==> config.mk <==
export PLATFORM = sky130hd
export DESIGN_NAME = fifo_queue_with_search_unit
export DESIGN_NICKNAME = d
export VERILOG_FILES = /design/src/rtl/core/fqs_pkg.sv /design/src/rtl/core/fqs_ram.sv /design/src/rtl/core/fqs_ctrl.sv /design/src/rtl/core/fqs_datapath.sv /design/src/rtl/core/fifo_queue_with_search_unit.sv
export SDC_FILE = /design/constraint.sdc
export NUM_CORES = 1
export LEC_CHECK = 0
export ABC_AREA = 1
export BUFFER_PORTS_ARGS = -buffer_cell sky130_fd_sc_hd__clkbuf_2
export CAP_MARGIN = 20
export CORE_AREA = 10 10 245 247
export DETAILED_ROUTE_END_ITERATION = 8
export DIE_AREA = 0 0 255 257
export PLACE_DENSITY = 0.73
export SYNTH_ARGS = -nofsm -noshare
export SYNTH_HDL_FRONTEND = slang
export SYNTH_SLANG_ARGS = --single-unit
==> constraint.sdc <==
create_clock -name clk -period 3.9 [get_ports clk]
set_input_delay 0.585 -clock clk [delete_from_list [all_inputs] [get_ports clk]]
set_output_delay 0.585 -clock clk [all_outputs]
set_load 0.01 [all_outputs]
==> src/rtl/core/fqs_pkg.sv <==
// Shared types, sizes and codes for the FIFO queue with search.
package fqs_pkg;

  // Queue geometry.
  localparam int DEPTH      = 16;
  localparam int ITEM_WIDTH = 32;
  localparam int IDX_W      = (DEPTH > 1) ? $clog2(DEPTH) : 1;
  localparam int CNT_W      = $clog2(DEPTH + 1);

  // Operation codes.
  localparam logic [1:0] OP_ENQ    = 2'd0;
  localparam logic [1:0] OP_DEQ    = 2'd1;
  localparam logic [1:0] OP_CLEAR  = 2'd2;
  localparam logic [1:0] OP_SEARCH = 2'd3;

  // Status codes.
  localparam logic [1:0] ST_OK    = 2'd0;
  localparam logic [1:0] ST_EMPTY = 2'd1;
  localparam logic [1:0] ST_FULL  = 2'd2;

  // One input item.
  typedef struct packed {
    logic [1:0]                   op;
    logic signed [ITEM_WIDTH-1:0] value;
  } cmd_t;

  // One result item.
  typedef struct packed {
    logic [1:0]                   status;
    logic                         found;
    logic signed [ITEM_WIDTH-1:0] front_item;
    logic signed [ITEM_WIDTH-1:0] rear_item;
    logic [CNT_W-1:0]             count;
    logic                         empty_res;
  } res_t;

  // Commands from the controller to the datapath.
  typedef struct packed {
    logic latch;      // capture the incoming item
    logic exec;       // perform enqueue, dequeue or clear
    logic front_load; // capture the new front after a dequeue
    logic scan_clear; // start a search from the head
    logic scan_rd;    // read the entry under the scan index
    logic scan_next;  // advance the scan index
    logic hit;        // record a search match
    logic resp;       // present the result
  } ctrl_cmd_t;

  // Status from the datapath to the controller.
  typedef struct packed {
    logic [1:0] op;
    logic       is_empty;
    logic       deq_keeps_items; // a dequeue leaves at least one item
    logic       scan_last;
    logic       match;
  } dp_stat_t;

  // Ring position: base plus offset, wrapped at the depth.
  function automatic logic [IDX_W-1:0] ring_pos(input logic [IDX_W-1:0] base,
                                                input logic [IDX_W-1:0] offset);
    logic [IDX_W:0] sum;
    sum = {1'b0, base} + {1'b0, offset};
    if (sum >= (IDX_W + 1)'(DEPTH)) begin
      sum = sum - (IDX_W + 1)'(DEPTH);
    end
    return sum[IDX_W-1:0];
  endfunction

endpackage

==> src/rtl/core/fqs_ram.sv <==
// Generic single-write, single-read RAM with registered read data.
module fqs_ram #(
  parameter int WIDTH = 32,
  parameter int DEPTH = 16
) (
  input  logic                           clk,
  input  logic                           we,
  input  logic [$clog2(DEPTH)-1:0]       waddr,
  input  logic [WIDTH-1:0]               wdata,
  input  logic                           re,
  input  logic [$clog2(DEPTH)-1:0]       raddr,
  output logic [WIDTH-1:0]               rdata
);

  logic [WIDTH-1:0] mem [DEPTH];

  // Write port.
  always_ff @(posedge clk) begin
    if (we) begin
      mem[waddr] <= wdata;
    end
  end

  // Registered read port.
  always_ff @(posedge clk) begin
    if (re) begin
      rdata <= mem[raddr];
    end
  end

endmodule

==> src/rtl/core/fqs_ctrl.sv <==
// Controller state machine that sequences each queue operation.
module fqs_ctrl (
  input  logic                 clk,
  input  logic                 rst,
  input  logic                 start,
  output logic                 busy,
  input  fqs_pkg::dp_stat_t    stat,
  output fqs_pkg::ctrl_cmd_t   cmd
);

  localparam logic [2:0] S_IDLE  = 3'd0;
  localparam logic [2:0] S_EXEC  = 3'd1;
  localparam logic [2:0] S_FRONT = 3'd2;
  localparam logic [2:0] S_SRD   = 3'd3;
  localparam logic [2:0] S_SCMP  = 3'd4;
  localparam logic [2:0] S_RESP  = 3'd5;

  logic [2:0] state;
  logic [2:0] state_next;

  assign busy = (state != S_IDLE);

  // State register.
  always_ff @(posedge clk) begin
    if (rst) begin
      state <= S_IDLE;
    end else begin
      state <= state_next;
    end
  end

  // Next state and datapath commands.
  always_comb begin
    cmd        = '0;
    state_next = state;
    case (state)
      S_IDLE: begin
        if (start) begin
          cmd.latch  = 1'b1;
          state_next = S_EXEC;
        end
      end
      S_EXEC: begin
        if (stat.op == fqs_pkg::OP_SEARCH) begin
          cmd.scan_clear = 1'b1;
          state_next     = stat.is_empty ? S_RESP : S_SRD;
        end else begin
          cmd.exec = 1'b1;
          if (stat.op == fqs_pkg::OP_DEQ && stat.deq_keeps_items) begin
            state_next = S_FRONT;
          end else begin
            state_next = S_RESP;
          end
        end
      end
      S_FRONT: begin
        cmd.front_load = 1'b1;
        state_next     = S_RESP;
      end
      S_SRD: begin
        cmd.scan_rd = 1'b1;
        state_next  = S_SCMP;
      end
      S_SCMP: begin
        if (stat.match) begin
          cmd.hit    = 1'b1;
          state_next = S_RESP;
        end else begin
          cmd.scan_next = 1'b1;
          state_next    = stat.scan_last ? S_RESP : S_SRD;
        end
      end
      S_RESP: begin
        cmd.resp   = 1'b1;
        state_next = S_IDLE;
      end
      default: begin
        state_next = S_IDLE;
      end
    endcase
  end

endmodule

==> src/rtl/core/fqs_datapath.sv <==
// Queue datapath: ring storage, head and count, front and rear copies, search scan.
module fqs_datapath (
  input  logic                 clk,
  input  logic                 rst,
  input  fqs_pkg::cmd_t        cmd_in,
  input  fqs_pkg::ctrl_cmd_t   cmd,
  output fqs_pkg::dp_stat_t    stat,
  output fqs_pkg::res_t        result
);

  logic [1:0]                            op_q;
  logic [fqs_pkg::ITEM_WIDTH-1:0]        value_q;
  logic [fqs_pkg::IDX_W-1:0]             head;
  logic [fqs_pkg::CNT_W-1:0]             occ;
  logic [fqs_pkg::CNT_W-1:0]             idx;
  logic [fqs_pkg::ITEM_WIDTH-1:0]        front_q;
  logic [fqs_pkg::ITEM_WIDTH-1:0]        rear_q;
  logic [1:0]                            status_q;
  logic                                  found_q;

  logic                                  is_empty;
  logic                                  is_full;
  logic [fqs_pkg::IDX_W-1:0]             tail_pos;
  logic [fqs_pkg::IDX_W-1:0]             next_head;
  logic [fqs_pkg::IDX_W-1:0]             scan_pos;
  logic                                  ram_we;
  logic                                  ram_re;
  logic [fqs_pkg::IDX_W-1:0]             ram_raddr;
  logic [fqs_pkg::ITEM_WIDTH-1:0]        ram_rdata;
  logic [fqs_pkg::CNT_W-1:0]             idx_inc;

  assign is_empty  = (occ == '0);
  assign is_full   = (occ == fqs_pkg::CNT_W'(fqs_pkg::DEPTH));
  assign tail_pos  = fqs_pkg::ring_pos(head, occ[fqs_pkg::IDX_W-1:0]);
  assign next_head = fqs_pkg::ring_pos(head, fqs_pkg::IDX_W'(1));
  assign scan_pos  = fqs_pkg::ring_pos(head, idx[fqs_pkg::IDX_W-1:0]);
  assign idx_inc   = idx + fqs_pkg::CNT_W'(1);

  // Memory access: enqueue writes at the tail, dequeue reads the new front,
  // the scan reads one entry per step.
  assign ram_we    = cmd.exec && (op_q == fqs_pkg::OP_ENQ) && !is_full;
  assign ram_re    = cmd.scan_rd || (cmd.exec && (op_q == fqs_pkg::OP_DEQ));
  assign ram_raddr = cmd.scan_rd ? scan_pos : next_head;

  fqs_ram #(
    .WIDTH (fqs_pkg::ITEM_WIDTH),
    .DEPTH (fqs_pkg::DEPTH)
  ) u_ram (
    .clk   (clk),
    .we    (ram_we),
    .waddr (tail_pos),
    .wdata (value_q),
    .re    (ram_re),
    .raddr (ram_raddr),
    .rdata (ram_rdata)
  );

  // Item capture, payload copies of the ends of the queue, and the scan index.
  always_ff @(posedge clk) begin
    if (cmd.latch) begin
      op_q    <= cmd_in.op;
      value_q <= cmd_in.value;
    end
    if (ram_we) begin
      rear_q <= value_q;
      if (is_empty) begin
        front_q <= value_q;
      end
    end
    if (cmd.front_load) begin
      front_q <= ram_rdata;
    end
    if (cmd.scan_clear) begin
      idx <= '0;
    end else if (cmd.scan_next) begin
      idx <= idx_inc;
    end
  end

  // Queue pointers, status and search flag.
  always_ff @(posedge clk) begin
    if (rst) begin
      head     <= '0;
      occ      <= '0;
      status_q <= fqs_pkg::ST_OK;
      found_q  <= 1'b0;
    end else begin
      if (cmd.latch) begin
        status_q <= fqs_pkg::ST_OK;
        found_q  <= 1'b0;
      end
      if (cmd.hit) begin
        found_q <= 1'b1;
      end
      if (cmd.exec) begin
        case (op_q)
          fqs_pkg::OP_ENQ: begin
            if (is_full) begin
              status_q <= fqs_pkg::ST_FULL;
            end else begin
              occ <= occ + fqs_pkg::CNT_W'(1);
            end
          end
          fqs_pkg::OP_DEQ: begin
            if (is_empty) begin
              status_q <= fqs_pkg::ST_EMPTY;
            end else begin
              head <= next_head;
              occ  <= occ - fqs_pkg::CNT_W'(1);
            end
          end
          fqs_pkg::OP_CLEAR: begin
            head <= '0;
            occ  <= '0;
          end
          default: begin
          end
        endcase
      end
    end
  end

  // Status toward the controller.
  always_comb begin
    stat.op              = op_q;
    stat.is_empty        = is_empty;
    stat.deq_keeps_items = (occ > fqs_pkg::CNT_W'(1));
    stat.scan_last       = (idx_inc == occ);
    stat.match           = (ram_rdata == value_q);
  end

  // Result item, taken from the registered state.
  always_comb begin
    result.status     = status_q;
    result.found      = found_q;
    result.front_item = is_empty ? '0 : front_q;
    result.rear_item  = is_empty ? '0 : rear_q;
    result.count      = occ;
    result.empty_res  = is_empty;
  end

endmodule

==> src/rtl/core/fifo_queue_with_search_unit.sv <==
// Top level of the FIFO queue with associative search.
//
// Usage: an item (op, value) on cmd is accepted at a rising edge where start
// is high and busy is low. Each item gives exactly one result on the result
// port, held for one cycle and marked by done; the receiver cannot stall it.
// Operations: enqueue, dequeue, clear all, search for a value among the
// items held. Storage is a ring of DEPTH entries in one RAM with a
// registered read port, with a head index and an item count.
// Items are handled one at a time (busy is high meanwhile). Enqueue, clear
// and a dequeue that empties or fails go from accept to execute to done; a
// dequeue that leaves items adds the RAM read of the new front; a search
// reads and then compares one entry at a time, k entries examined (none on
// an empty queue, else 1..count), and stops at the first match.
// The next item may be accepted in the cycle after done.
// Reset (rst, synchronous, active high) empties the queue and returns the
// controller to idle; the RAM contents are left as they are, no clearing
// pass is needed since only the data of occupied entries is ever used.
module fifo_queue_with_search_unit (
  input  logic            clk,
  input  logic            rst,
  input  logic            start,
  output logic            busy,
  input  fqs_pkg::cmd_t   cmd,
  output logic            done,
  output fqs_pkg::res_t   result
);

  fqs_pkg::ctrl_cmd_t ctrl_cmd;
  fqs_pkg::dp_stat_t  dp_stat;

  fqs_ctrl u_ctrl (
    .clk   (clk),
    .rst   (rst),
    .start (start),
    .busy  (busy),
    .stat  (dp_stat),
    .cmd   (ctrl_cmd)
  );

  fqs_datapath u_datapath (
    .clk    (clk),
    .rst    (rst),
    .cmd_in (cmd),
    .cmd    (ctrl_cmd),
    .stat   (dp_stat),
    .result (result)
  );

  assign done = ctrl_cmd.resp;

endmodule
==> impl_metrics.ini <==
[worst_setup_path]
cp_common_cell = inv_1
r2r_start = u_datapath.occ[0]$_SDFFE_PP0P_
crit_path_start_kind = flip-flop
path_class = reg -> out
r2r_cells = 9
cp.required_ps = 3310
cp-startpoint = u_datapath.occ[0]$_SDFFE_PP0P_
crit_slowest_cell = dfxtp_1
path_cells = inv_1 -> ha_1 -> inv_1 -> nor3_2 -> inv_2 -> buf_12 -> nand2_1 -> inv_1 -> clkbuf_2
cp.arrival_ps = 2630
reg2reg_to = u_datapath.u_ram.mem[6][25]$_DFFE_PP_
slowest_delay_ps = 400
r2r_slack_ps = 750
crit_fanout = 46
end_kind = primary output
critPathCapture = result[55]

[floorplan]
initial_core_util_pct = 50.68
core_area_sq_um = 54880
die_width_microns = 255
io_pins = 112
die_h_microns = 257
rows = 86
dieArea_sq_um = 65540

[run_status]
status = finished, final reports clean

[synthesis]
synthXorXnorAreaFrac_pct = 1.165
synth.most_common_cell = edfxtp_1
async_flop_share_pct = 0
synth_ff_type = edfxtp_1
synth_edf_count = 642
synth_top_family_by_area = simple AND/OR/NAND/NOR gates
synthesis.area_sq_um = 27810
yosysTopAreaCell = edfxtp_1
ys_seq_area_share_pct = 70.76
postSynthCellCount = 2329
muxShareOfSynthArea_pct = 0.9313
synth_nets = 2385
synth_compound_area_share_pct = 7.756
synth_adder_area_share_pct = 0.9088
ys_ff_latch = 662
synthSimpleGateAreaFrac_pct = 11.59
synth_area_per_cell_sq_um = 11.94
netlist_top_cells_count = 642 x edfxtp_1, 460 x nand2_1, 346 x inv_1
synth_top_area_share_pct = 69.32
synth.distinct_cells = 32
yosys_warnings = 0
synthTopCellsByArea = edfxtp_1 69%, nand2_1 6.2%, inv_1 4.7%, nand3_1 4.5%, o211ai_1 4.2%

[placement]
hpwl_mm = 42.29
placed_cells = 3084
io_buffers = 111
place_congestion = 0.8742

[power_and_ir_drop]
p_clk_share_pct = 30.1
p_leak_uw = 0.01249
powerDensity_nw_per_um2 = 645.0
seq_power_share_pct = 43.9
intPower_uw = 13640
max-vdd-ir-drop_mv = 0.5323
switchingPower_uw = 6687
p_total_uw = 20320
p_sw_share_pct = 32.91
p_comb_share_pct = 25.9

[detailed_routing]
wire_per_inst_microns = 21.36
vias = 18040
wirelength_mm = 68.43
viasPerCell = 5.630
drtIter0Drc = 2243
drc = 0
firstDrtPassIters = 6
detail-route-antenna-nets = 0

[global_routing]
grt_pass1_vias = 17170
grt_max_degree = 200
gr-usage-all-layers_pct = 20.79
antenna_found_initial = 2
grt_first_pass_wirelength_mm = 104.2
gr-total-overflow = 0

[layout]
syn2layout_area_growth_pct = 13.30
num-fill-cells = 4284
final_util_pct = 57.42
instances_no_fill = 3204
register_area_sq_um = 19680
diodes = 0
drive_gt1_share_pct = 13.04
fin_nets = 2507
multi_input_area_sq_um = 6396

[timing]
clock_skew_ps = 27.11
period_share_pct = 82.53
worstMarginPinSlew_ps = 1022
drv_slew = 0
max_freq_mhz = 310.7
period_needed_ps = 3219
rsz0062_at_grt = no
final-setup-viol-count = 0
hold_violations = 0
slew_headroom_pct = 31.85

[clocking]
cts_hold_buf = 0
cts_made_buffers = 67
max-clock-path-buffers = 3
cts-resized-gates = 0
cts_tree = built
htree_levels = 3
insertion_delay_ps = 610
root_buffer = clkbuf_16
cts.sinks = 662
path_clk_slew_ps = 60
postCtsSetupRepairBufs = 0

[hold_path]
hold_class = in -> reg

[flow_run]
maxCapViolCount = 0
per-layer routing:
layer / track usage [%] / wire [microns] / vias up
li1: - / - / 8323
met1: 30.04 / 29180 / 8763
met2: 31.25 / 30900 / 862
met3: 3.740 / 6739 / 92
met4: 6.993 / 1615 / 0
met5: 0 / 0 / -
cells in the final DEF (no fill, tap or decap), types with 17 or more instances in the layout:
master     count
mux2_2        23
a21oi_1       95
edfxtp_1     642
clkbuf_16     69
nor2_1        22
xnor2_1       30
o21ai_0       92
buf_4         56
ha_1          17
dfxtp_1       20
nand3_1      250
nor2_4        17
clkbuf_2     111
o211ai_1     154
inv_1        343
nand2_1      459
worst max-delay path: cells and delay by family (launching register included):
family | cells | cell delay [ps]
adders and majority gates | 1 | 170
buffers and inverters | 6 | 930
DFF | 1 | 400
and+or+nand+nor | 2 | 470
power groups by stage:
stage / clock [uW] / sequential, uW / combinational (uW)
5_1_grt: 6480 / 8960 / 5800
3_3_place_gp: 0 / 9050 / 5090
2_1_floorplan: 0 / 9050 / 3210
6_report: 6120 / 8930 / 5270
3_5_place_dp: 0 / 9070 / 5190
4_1_cts: 6200 / 8920 / 5220
per-stage QoR:
step / cell area, sq um / worst slack, ps / hold WS [ps] / TNS [ps]
2_1_floorplan: 27810 / -446.8 / 445.7 / -228760
3_3_place_gp: 29380 / 897.1 / 459.0 / 0
3_5_place_dp: 29400 / 818.0 / 479.6 / 0
4_1_cts: 31470 / 335.2 / 128.3 / 0
5_1_grt: 31510 / 544.7 / 141.6 / 0
6_report: 31510 / 681.2 / 149.7 / 0
worst min path at each step:
stage	start	to	slack, ps	depth (start not counted)
3_5_place_dp	u_datapath.idx[4]$_SDFFE_PP0P_	u_datapath.idx[4]$_SDFFE_PP0P_	480	2
4_1_cts	cmd[21]	u_datapath.value_q[21]$_DFFE_PP_	130	1
6_report	cmd[25]	u_datapath.value_q[25]$_DFFE_PP_	150	1
5_1_grt	cmd[15]	u_datapath.value_q[15]$_DFFE_PP_	140	1
2_1_floorplan	u_datapath.found_q$_SDFFE_PP0P_	u_datapath.found_q$_SDFFE_PP0P_	450	2
3_3_place_gp	u_datapath.found_q$_SDFFE_PP0P_	u_datapath.found_q$_SDFFE_PP0P_	460	2
sequential cells by signal, summed over array words and instances, names as in the netlist, 2 cells and up:
register	flops
u_datapath.u_ram.rdata	32
u_datapath.op_q	2
u_datapath.u_ram.mem	512
u_ctrl.state	3
u_datapath.front_q	32
u_datapath.value_q	32
u_datapath.idx	5
u_datapath.head	4
u_datapath.rear_q	32
u_datapath.occ	5
u_datapath.status_q	2
cells by family (layout without fill, tap and decap cells):
family,Yosys count,in the layout
adders and majority gates,19,19
DFF,662,662
buffers and inverters,473,644
AOI/OAI and AO/OA,351,351
xor gates and xnor gates,37,37
and+or+nand+nor,764,764
muxes,23,23
final cells by class:
class                   count  share of cell area [%]
clock inverters            34                  0.9053
multi-input cells        1194                   20.30
repair buffers            177                   3.733
well taps                 704                   2.795
clock buffers              84                   5.658
inverters                 349                   4.157
flip-flops and latches    662                   62.45
Power figures use the tool's default switching activity.
